--- src/hw/rtl/srrc_pkg.sv ---
`timescale 1ns / 1ps
`default_nettype none

package srrc_pkg;

    localparam int unsigned RING_BYTES_DEF = 65536;
    localparam int unsigned CNT_W          = 17;
    localparam int unsigned OFF_W          = 17;
    localparam int unsigned STAT_W         = 2;
    localparam int unsigned REQ_W          = 2;
    localparam int unsigned IN_DATA_W      = 24;
    localparam int unsigned OUT_DATA_W     = 40;

    typedef enum logic [REQ_W-1:0] {
        REQ_RESERVE = 2'd0,
        REQ_FINISH  = 2'd1,
        REQ_PEEK    = 2'd2,
        REQ_CONSUME = 2'd3
    } t_req;

    typedef enum logic [STAT_W-1:0] {
        ST_OK     = 2'd0,
        ST_RETRY  = 2'd1,
        ST_REJECT = 2'd2
    } t_status;

    typedef struct packed {
        t_status            status;
        logic [OFF_W-1:0]   avail;
        logic [OFF_W-1:0]   offset;
    } t_result;

endpackage

`default_nettype wire

--- src/hw/rtl/srrc_calc.sv ---
`timescale 1ns / 1ps
`default_nettype none

// Next pointer state and result for one request.
module srrc_calc #(
    parameter int unsigned RING_BYTES = srrc_pkg::RING_BYTES_DEF
) (
    input  srrc_pkg::t_req                  i_req,
    input  wire  [srrc_pkg::CNT_W-1:0]      i_count,
    input  wire  [$clog2(RING_BYTES+1)-1:0] i_prod,
    input  wire  [$clog2(RING_BYTES+1)-1:0] i_cons,
    input  wire  [$clog2(RING_BYTES+1)-1:0] i_rend,
    input  wire  [$clog2(RING_BYTES+1)-1:0] i_hint,
    output logic [$clog2(RING_BYTES+1)-1:0] o_prod,
    output logic [$clog2(RING_BYTES+1)-1:0] o_cons,
    output logic [$clog2(RING_BYTES+1)-1:0] o_rend,
    output logic [$clog2(RING_BYTES+1)-1:0] o_hint,
    output srrc_pkg::t_result               o_res
);

    localparam int unsigned PW = $clog2(RING_BYTES + 1);
    localparam int unsigned CW = ((PW > srrc_pkg::CNT_W) ? PW : srrc_pkg::CNT_W) + 1;
    localparam logic [CW-1:0] RING = CW'(RING_BYTES);

    logic [CW-1:0] n, p, c, e, h;
    logic [CW-1:0] tail, gap, p_adv, c_adv, limit;
    logic [CW-1:0] span_top, span_low;

    assign n        = CW'(i_count);
    assign p        = CW'(i_prod);
    assign c        = CW'(i_cons);
    assign e        = CW'(i_rend);
    assign h        = CW'(i_hint);
    assign tail     = RING - p;
    assign gap      = c - p;
    assign p_adv    = p + n;
    assign c_adv    = c + n;
    assign limit    = (p >= c) ? p : e;
    assign span_top = e - c;
    assign span_low = p - c;

    always_comb begin
        o_prod        = i_prod;
        o_cons        = i_cons;
        o_rend        = i_rend;
        o_hint        = i_hint;
        o_res.status  = srrc_pkg::ST_OK;
        o_res.avail   = '0;
        o_res.offset  = p[srrc_pkg::OFF_W-1:0];
        case (i_req)
            srrc_pkg::REQ_RESERVE: begin
                if (n < h) begin
                    o_res.status = srrc_pkg::ST_OK;
                end else if (c <= p) begin
                    if (tail > n) begin
                        o_hint = tail[PW-1:0];
                    end else begin
                        // Tail too short: mark end of data, wrap unless reader is at zero
                        o_rend = i_prod;
                        if (c != '0) begin
                            o_prod       = '0;
                            o_hint       = i_cons;
                            o_res.offset = '0;
                            o_res.status = (c <= n) ? srrc_pkg::ST_RETRY : srrc_pkg::ST_OK;
                        end else begin
                            o_hint       = tail[PW-1:0];
                            o_res.status = srrc_pkg::ST_RETRY;
                        end
                    end
                end else begin
                    o_hint       = gap[PW-1:0];
                    o_res.status = (gap <= n) ? srrc_pkg::ST_RETRY : srrc_pkg::ST_OK;
                end
            end
            srrc_pkg::REQ_FINISH: begin
                if ((n < h) && (p_adv < RING)) begin
                    o_prod       = p_adv[PW-1:0];
                    o_hint       = PW'(h - n);
                    o_res.offset = p_adv[srrc_pkg::OFF_W-1:0];
                end else begin
                    o_res.status = srrc_pkg::ST_REJECT;
                end
            end
            srrc_pkg::REQ_PEEK: begin
                if ((p < c) && (e > c)) begin
                    o_res.offset = c[srrc_pkg::OFF_W-1:0];
                    o_res.avail  = span_top[srrc_pkg::OFF_W-1:0];
                end else if (p < c) begin
                    // Upper span used up: roll the reader over
                    o_cons       = '0;
                    o_res.offset = '0;
                    o_res.avail  = p[srrc_pkg::OFF_W-1:0];
                end else begin
                    o_res.offset = c[srrc_pkg::OFF_W-1:0];
                    o_res.avail  = span_low[srrc_pkg::OFF_W-1:0];
                end
            end
            srrc_pkg::REQ_CONSUME: begin
                o_res.offset = c[srrc_pkg::OFF_W-1:0];
                if ((limit >= c) && (c_adv <= limit)) begin
                    o_cons       = c_adv[PW-1:0];
                    o_res.offset = c_adv[srrc_pkg::OFF_W-1:0];
                end else begin
                    o_res.status = srrc_pkg::ST_REJECT;
                end
            end
            default: begin
                o_res.status = srrc_pkg::ST_REJECT;
            end
        endcase
    end

endmodule

`default_nettype wire

--- src/hw/rtl/staging_ring_reserve_commit_core.sv ---
`timescale 1ns / 1ps
`default_nettype none

// Pointer manager for a byte ring that hands out contiguous regions (a
// bipartite circular buffer). Each request on the slave stream (tuser selects
// reserve, finish, peek or consume; tdata carries the byte count) gives exactly
// one result on the master stream: an offset, the contiguous readable span for
// a peek, and a status of ok, retry (no space yet) or reject. One request is
// taken every clock cycle unless the master side stalls; it goes from the input
// register through one pass of the pointer logic to the result register. A
// request updates the producer, consumer, recorded-end and free-hint registers
// in the cycle it moves into the result register, so the next request always
// sees the fully updated pointers. A stalled master side holds the result and,
// once the input register is full too, drops s_axis_tready.
module staging_ring_reserve_commit_core #(
    parameter int unsigned RING_BYTES = srrc_pkg::RING_BYTES_DEF
) (
    input  wire                               i_clk,
    input  wire                               i_rst_n,
    input  wire                               s_axis_tvalid,
    output logic                              s_axis_tready,
    // [16:0] byte_count, rest zero
    input  wire  [srrc_pkg::IN_DATA_W-1:0]    s_axis_tdata,
    // [1:0] req_type
    input  wire  [srrc_pkg::REQ_W-1:0]        s_axis_tuser,
    output logic                              m_axis_tvalid,
    input  wire                               m_axis_tready,
    // [16:0] offset, [33:17] bytes_available, [35:34] status, rest zero
    output logic [srrc_pkg::OUT_DATA_W-1:0]   m_axis_tdata
);

    localparam int unsigned PW = $clog2(RING_BYTES + 1);
    localparam int unsigned PAD_W = srrc_pkg::OUT_DATA_W - $bits(srrc_pkg::t_result);

    // Input register
    logic                          r_in_valid;
    srrc_pkg::t_req                r_in_req;
    logic [srrc_pkg::CNT_W-1:0]    r_in_cnt;

    // Ring pointers
    logic [PW-1:0]                 r_prod, r_cons, r_rend, r_hint;
    logic [PW-1:0]                 n_prod, n_cons, n_rend, n_hint;

    // Result register
    logic                          r_out_valid;
    srrc_pkg::t_result             r_out_res;
    srrc_pkg::t_result             n_res;

    logic                          s_take;
    logic                          advance;

    // Move the held request on whenever the result slot is free or being drained
    assign advance       = r_in_valid && (!r_out_valid || m_axis_tready);
    assign s_axis_tready = !r_in_valid || advance;
    assign s_take        = s_axis_tvalid && s_axis_tready;

    srrc_calc #(
        .RING_BYTES (RING_BYTES)
    ) u_calc (
        .i_req   (r_in_req),
        .i_count (r_in_cnt),
        .i_prod  (r_prod),
        .i_cons  (r_cons),
        .i_rend  (r_rend),
        .i_hint  (r_hint),
        .o_prod  (n_prod),
        .o_cons  (n_cons),
        .o_rend  (n_rend),
        .o_hint  (n_hint),
        .o_res   (n_res)
    );

    // Capture a transaction from the slave side
    always_ff @(posedge i_clk) begin
        if (!i_rst_n) begin
            r_in_valid <= 1'b0;
        end else if (s_take) begin
            r_in_valid <= 1'b1;
        end else if (advance) begin
            r_in_valid <= 1'b0;
        end
    end

    always_ff @(posedge i_clk) begin
        if (s_take) begin
            r_in_req <= srrc_pkg::t_req'(s_axis_tuser);
            r_in_cnt <= s_axis_tdata[srrc_pkg::CNT_W-1:0];
        end
    end

    // Commit pointer updates together with the result
    always_ff @(posedge i_clk) begin
        if (!i_rst_n) begin
            r_prod <= '0;
            r_cons <= '0;
            r_rend <= PW'(RING_BYTES);
            r_hint <= '0;
        end else if (advance) begin
            r_prod <= n_prod;
            r_cons <= n_cons;
            r_rend <= n_rend;
            r_hint <= n_hint;
        end
    end

    // Hold the result until the master side takes the transaction
    always_ff @(posedge i_clk) begin
        if (!i_rst_n) begin
            r_out_valid <= 1'b0;
        end else if (advance) begin
            r_out_valid <= 1'b1;
        end else if (m_axis_tready) begin
            r_out_valid <= 1'b0;
        end
    end

    always_ff @(posedge i_clk) begin
        if (advance) begin
            r_out_res <= n_res;
        end
    end

    assign m_axis_tvalid = r_out_valid;
    assign m_axis_tdata  = {{PAD_W{1'b0}}, r_out_res};

endmodule

`default_nettype wire

--- config.mk ---
export PLATFORM = sky130hd
export DESIGN_NAME = staging_ring_reserve_commit_core
export DESIGN_NICKNAME = d
export VERILOG_FILES = /design/src/hw/rtl/srrc_pkg.sv /design/src/hw/rtl/srrc_calc.sv /design/src/hw/rtl/staging_ring_reserve_commit_core.sv
export SDC_FILE = /design/constraint.sdc
export NUM_CORES = 1
export LEC_CHECK = 0
export BUFFER_PORTS_ARGS = -buffer_cell sky130_fd_sc_hd__buf_2
export CAP_MARGIN = 20
export CORE_MARGIN = 2
export CORE_UTILIZATION = 64
export CTS_BUF_LIST = sky130_fd_sc_hd__clkbuf_4 sky130_fd_sc_hd__clkbuf_8 sky130_fd_sc_hd__clkbuf_16
export DETAILED_ROUTE_END_ITERATION = 12
export PLACE_DENSITY = 0.83
export SLEW_MARGIN = 20
export SYNTH_ARGS = -nofsm -noshare
export SYNTH_HDL_FRONTEND = slang
export SYNTH_SLANG_ARGS = --single-unit
export TNS_END_PERCENT = 20
--- constraint.sdc ---
create_clock -name i_clk -period 6.7 [get_ports i_clk]
set_input_delay 1.005 -clock i_clk [delete_from_list [all_inputs] [get_ports i_clk]]
set_output_delay 1.005 -clock i_clk [all_outputs]
set_load 0.02 [all_outputs]
==> impl_metrics.toml, run 1 <==
[outcome]
status = "complete, no violations"

[grt]
grt_max_degree = 38
antenna_found_initial = 1
grt_pass1_vias = 12496
grtUsageTotal = 0.447
gr-total-overflow = 0
grt_pass1_wl_um = 73900

[pwr]
p_leak_nw = 6.51
total_power_w = 0.00239
p_per_area_nw_per_um2 = 165
ir_drop_mv = 0.167

[cells_and_area]
fin_util = 0.713
area_delta_synth_final_pct = 8.69
diodes = 0
drive_above_1_share = 0.108
stdcell_count = 1953
nNetsFinal = 1894

[timing]
slew_viol_final = 0
fmax_ghz = 0.161
grt_setup_unrepaired = "false"
slew_headroom = 0.297
clock_skew_ns = 0.0117
setup_viol = 0
finalHoldViolations = 0
tightest_slew_ns = 1.05
fin_setup_tns_ns = 0
whs_ns = 0.513
min_period_ns = 6.22
finalCritPeriodShare = 0.929

[die]
io_pins = 72
core_sq_um = 20400
start_util = 0.656
die_h_um = 148
rows = 52
die_x_um = 148
die_area_sq_um = 22000

[drt]
wl_met1_um = 19500
vias = 13567
vias_per_cell = 6.95
drc = 0
routed_wirelength_um = 49600
detail-route-antenna-nets = 0
first_iter_violations = 1720
met2_wirelength_um = 20500
drt_pass1_iterations = 7
wl_met3_um = 6060
highest_layer = "met5"
routedWlPerCell_um = 25.4

[min_path]
hp-class = "reg2reg"
worstHoldStart = "r_rend[0]$_SDFFE_PN0P_"
min_to = "r_rend[0]$_SDFFE_PN0P_"
whs_path_depth = 2

[clocking]
cts_sinks = 125
postCtsSetupRepairBufs = 0
cts_buffer_depth = 2
postCtsResizedCells = 0
numCtsBuffers = 17
cts.clk_slew.worst_paths_ns = 0.07
h-tree-depth = 4
cts_tree = "built"
cts_root_buf = "clkbuf_16"
clk_latency_ns = 0.45
hold_buffers = 0

[synthesis]
synth_top_cell_area_share = 0.176
synth_ff_type = "dfxtp_1"
synth-async-reset-ratio = 0
ys_top_cells_by_area = "ha_1, edfxtp_1, dfxtp_1"
synth-seq-cells = 125
yosysSeqAreaShare = 0.229
yosysWarnings = 0
yosys.area.top_type = "ha_1"
synth_edf_count = 55
syn_area_per_cell_sq_um = 8.18
syn-instance-count = 1632
synth_area_sq_um = 13400
synth_cell_types = 88

[setup_path]
r2r-end = "m_axis_tdata[12]$_DFFE_PP_"
reg2reg_slack_ns = 0.48
end_kind = "flip-flop"
required_ns = 6.85
worstPathArrival_ns = 6.37
r2r_cells = 20
crit_type = "reg2reg"
worstSetupStartpointType = "flip-flop"
crit-reg2reg-launch = "r_cons[3]$_SDFFE_PN0P_"
crit_fanout = 11

[place]
hpwl_um = 37400
gp_congestion = 1.05
placed_cells = 1921
io_buffers = 60

[job]
drv_cap = 0
critical path, cell delays in order (launching register included):
cell and delay, ns:
dfxtp_1 0.70, inv_1 0.26, ha_1 0.28, a21oi_1 0.13
nor2_1 0.07, o31ai_1 0.32, a21oi_1 0.24, a311oi_2 0.36
nand2_1 0.42, buf_4 0.31, mux2i_1 0.15, ha_1 0.35
nand4_1 0.10, nor4_1 0.30, a21oi_1 0.16, a311oi_1 0.30
and3_1 0.31, and2_1 0.36, o22ai_2 0.26, a222oi_1 0.36
o22ai_1 0.19
registers in the layout (all words and copies together), names as in the netlist:
| register | flops |
|---|---|
| m_axis_tdata | 36 |
| r_cons | 17 |
| r_hint | 17 |
| r_in_cnt | 17 |
| r_prod | 17 |
| r_rend | 17 |
| r_in_req | 2 |
| m_axis_tvalid | 1 |
| r_in_valid | 1 |
synthesized netlist by cell type, types with 21 or more instances:
cell type and instances:
mux2i_1 35, nand3_1 37, a21o_1 36, nor2b_1 22
nand2_1 93, o21ai_0 89, o211ai_1 21, xor2_1 27
clkbuf_1 56, dfxtp_1 70, edfxtp_1 55, inv_1 111
a22oi_1 22, ha_1 188, nor3_1 44, nor2_1 141
o21a_1 22, a211oi_1 32, xnor2_1 57, a21oi_1 159
routing by layer:
layer,global-route usage,vias up
li1,-,6108
met1,0.583,6227
met2,0.661,969
met3,0.117,261
met4,0.275,2
met5,0,-
cell type report:
cell class | count | area, sq um
clock buffer | 18 | 450
timing repair buffer | 98 | 586
fill | 1639 | 5850
clock inverter | 14 | 136
tap | 270 | 338
multi-input combinational | 1314 | 9520
sequential | 125 | 3050
inverter | 114 | 428
worst max-delay path by stage:
stage,from,end,slack [ns],depth (start not counted)
detailed placement,r_cons[3]$_SDFFE_PN0P_,m_axis_tdata[12]$_DFFE_PP_,0.84,19
floorplan,r_prod[6]$_SDFFE_PN0P_,r_cons[4]$_SDFFE_PN0P_,1.38,26
global placement,r_cons[3]$_SDFFE_PN0P_,m_axis_tdata[12]$_DFFE_PP_,0.95,20
finish,r_cons[3]$_SDFFE_PN0P_,m_axis_tdata[12]$_DFFE_PP_,0.48,20
CTS,r_cons[3]$_SDFFE_PN0P_,m_axis_tdata[12]$_DFFE_PP_,0.75,20
global route,r_cons[3]$_SDFFE_PN0P_,m_axis_tdata[12]$_DFFE_PP_,0.09,19
cell families (layout without fill, tap and decap cells):
logic type,Yosys count,count (layout),share of synthesized area
flip-flops,125,125,0.229
buffers and inverters,196,244,0.0597
multiplexers,53,53,0.0414
adder cells (fa/ha/maj),194,194,0.185
XOR/XNOR,84,84,0.0551
other,1,4,0.000281
AND/OR/NAND/NOR,454,454,0.166
AO/OA/AOI/OAI,525,525,0.263
cells in the final DEF, fill, tap and decap left out, types with 12 or more instances in the layout:
| cell type | count |
|---|---|
| ha_1 | 188 |
| a21oi_1 | 159 |
| nor2_1 | 140 |
| inv_1 | 111 |
| nand2_1 | 93 |
| o21ai_0 | 89 |
| dfxtp_1 | 70 |
| buf_2 | 60 |
| xnor2_1 | 57 |
| edfxtp_1 | 55 |
| nor3_1 | 44 |
| buf_4 | 38 |
| nand3_1 | 37 |
| a21o_1 | 36 |
| mux2i_1 | 35 |
| a211oi_1 | 32 |
| xor2_1 | 27 |
| nor2b_1 | 22 |
| o21a_1 | 22 |
| a22oi_1 | 22 |
| o211ai_1 | 21 |
| nand4_1 | 18 |
| mux2_2 | 18 |
| clkbuf_16 | 18 |
| a22o_1 | 16 |
| nor4_1 | 15 |
| nand2b_1 | 14 |
| a31oi_1 | 14 |
| and2_1 | 12 |
| o21bai_1 | 12 |
where the power goes:
part	internal [W]	switching (W)
combinational	0.000203	0.000384
sequential	0.000824	0.0000188
clock	0.000518	0.000446
total	0.00155	0.000848
per-stage QoR:
step | setup WS (ns) | cell area, sq um
after CTS | 0.748 | 14500
after global placement | 0.946 | 13900
after detailed placement | 0.842 | 13900
after global routing | 0.0869 | 14500
after floorplan | 1.38 | 13400
final | 0.475 | 14500
No activity file was read; power rests on OpenSTA's default activity.
==> run 2: changes to the inputs <==
==> constraint.sdc (replaced) <==
create_clock -name i_clk -period 6.7 [get_ports i_clk]
set_input_delay 0.335 -clock i_clk [delete_from_list [all_inputs] [get_ports i_clk]]
set_output_delay 0.335 -clock i_clk [all_outputs]
set_load 0.02 [all_outputs]
==> run 2 against run 1 <==
Against the previous run:
- wire length down 1.8%
- cell area down 0.43%
- combinational power down 2%
- critical endpoint unchanged
==> impl_metrics.toml, run 2 (synthesized netlist as in run 1, its figures left out) <==
[outcome]
status = "complete, no violations"

[cells_and_area]
area_delta_synth_final_pct = 8.22
fin_util = 0.709
final_common_cell = "ha_1"
largest_reg_flops = 36
diodes = 0
drive_above_1_share = 0.103
nNetsFinal = 1886
final_cell_mix = "ha_1, a21oi_1, nor2_1, inv_1, nand2_1"

[pwr]
p_leak_nw = 6.46
switching_share = 0.351
power.switching_w = 0.000836
ir_drop_mv = 0.160
pwr-share-clk = 0.403
combPwrFrac = 0.242
p_per_area_nw_per_um2 = 165
p_seq_frac = 0.355
intPower_w = 0.00154

[grt]
gr-total-overflow = 0
grt_pass1_wl_um = 73200
antenna_found_initial = 0
grt_pass1_vias = 12573
grt_max_degree = 38
grtUsageTotal = 0.441

[drt]
routed_wirelength_um = 48700
detail-route-antenna-nets = 0
vias = 13343
drt_pass1_iterations = 6
first_iter_violations = 1606
drc = 0
routedWlPerCell_um = 25.0
vias_per_cell = 6.86

[job]
drv_cap = 0

[die]
core_sq_um = 20400
start_util = 0.656
die_x_um = 148
die_h_um = 148
die_area_sq_um = 22000
rows = 52
io_pins = 72

[setup_path]
crit_type = "reg2reg"
r2r-end = "m_axis_tdata[12]$_DFFE_PP_"
worstPathArrival_ns = 6.24
end_kind = "flip-flop"
crit-reg2reg-launch = "r_cons[6]$_SDFFE_PN0P_"
r2r_cells = 21
reg2reg_slack_ns = 0.62
crit_fanout = 19
required_ns = 6.85
worstSetupStartpointType = "flip-flop"

[clocking]
cts_tree = "built"
h-tree-depth = 4
hold_buffers = 0
cts_root_buf = "clkbuf_16"
numCtsBuffers = 17
cts_sinks = 125
clk_latency_ns = 0.45
cts.clk_slew.worst_paths_ns = 0.07
cts_buffer_depth = 2
postCtsSetupRepairBufs = 0
postCtsResizedCells = 0

[min_path]
min_to = "r_in_cnt[6]$_DFFE_PP_"
worstHoldStart = "s_axis_tdata[6]"
hp-class = "in2reg"
whs_path_depth = 1

[timing]
clock_skew_ns = 0.0147
fmax_ghz = 0.164
finalHoldViolations = 0
grt_setup_unrepaired = "false"
min_period_ns = 6.08
slew_viol_final = 0
fin_setup_tns_ns = 0
slew_headroom = 0.306
setup_viol = 0
whs_ns = 0.0645
tightest_slew_ns = 1.04
finalCritPeriodShare = 0.908

[place]
io_buffers = 60
hpwl_um = 36900
gp_congestion = 1.04
==> run 2: changes by cell type in the layout (fill, tap and decap cells not counted) <==
cell,previous run,this run
buf_4,38,29
buf_6,0,1
clkinv_8,1,0
clkinvlp_4,0,1
inv_4,1,0
inv_8,5,6
nor2_1,140,141
nor2_2,1,0
==> run 2: stage by stage <==
stage	instance area [sq um]	instances	power [W]	worst slack, ns
2_1_floorplan	13400	1635	0.00126	1.38
3_3_place_gp	13900	1912	0.00140	0.961
3_5_place_dp	13900	1913	0.00141	0.973
4_1_cts	14400	1945	0.00236	0.906
5_1_grt	14400	1945	0.00246	0.435
6_report	14400	1945	0.00238	0.619
==> run 2: critical path, cell delays in order, from the launching register on <==
cell and delay (ns):
dfxtp_1 0.76, inv_1 0.30, ha_1 0.31, a21oi_1 0.17
nor2_1 0.06, nor3_1 0.22, a21oi_1 0.20, a311oi_2 0.42
nand2_1 0.16, buf_4 0.25, mux2_2 0.27, inv_1 0.05
ha_1 0.33, a21oi_1 0.18, a21boi_0 0.12, o31a_1 0.29
o41ai_1 0.22, and3_1 0.31, and2_1 0.34, o22ai_2 0.27
a222oi_1 0.35, o22ai_1 0.19
==> run 2: final cells by class <==
type	instances	area (sq um)
fillers	1729	5920
well taps	270	338
clock buffers	18	450
repair buffers	90	529
multi-input cells	1314	9520
inverters	114	428
flip-flops and latches	125	3050
clock inverters	14	133
==> run 2: worst max-delay path by stage <==
stage	start	to	slack [ns]	depth (start not counted)
after floorplan	r_prod[6]$_SDFFE_PN0P_	r_cons[4]$_SDFFE_PN0P_	1.38	26
after global placement	r_cons[6]$_SDFFE_PN0P_	m_axis_tdata[12]$_DFFE_PP_	0.96	21
after detailed placement	r_cons[6]$_SDFFE_PN0P_	m_axis_tdata[12]$_DFFE_PP_	0.97	21
after CTS	r_cons[6]$_SDFFE_PN0P_	m_axis_tdata[12]$_DFFE_PP_	0.91	21
after global routing	r_cons[6]$_SDFFE_PN0P_	r_cons[16]$_SDFFE_PN0P_	0.43	21
final	r_cons[6]$_SDFFE_PN0P_	m_axis_tdata[12]$_DFFE_PP_	0.62	21
==> run 2: routing by layer <==
layer,GRT usage,up-vias,routed length (um)
li1,-,6095,-
met1,0.562,6132,19000
met2,0.666,875,20400
met3,0.123,241,5900
met4,0.269,0,3420
met5,0,-,0
==> run 2: power by group through the flow <==
stage / registers, W / clock network (W) / logic, W
after global routing: 0.000846 / 0.000990 / 0.000620
after global placement: 0.000859 / 0 / 0.000544
after detailed placement: 0.000860 / 0 / 0.000553
after CTS: 0.000843 / 0.000957 / 0.000557
after floorplan: 0.000869 / 0 / 0.000393
final: 0.000844 / 0.000959 / 0.000575
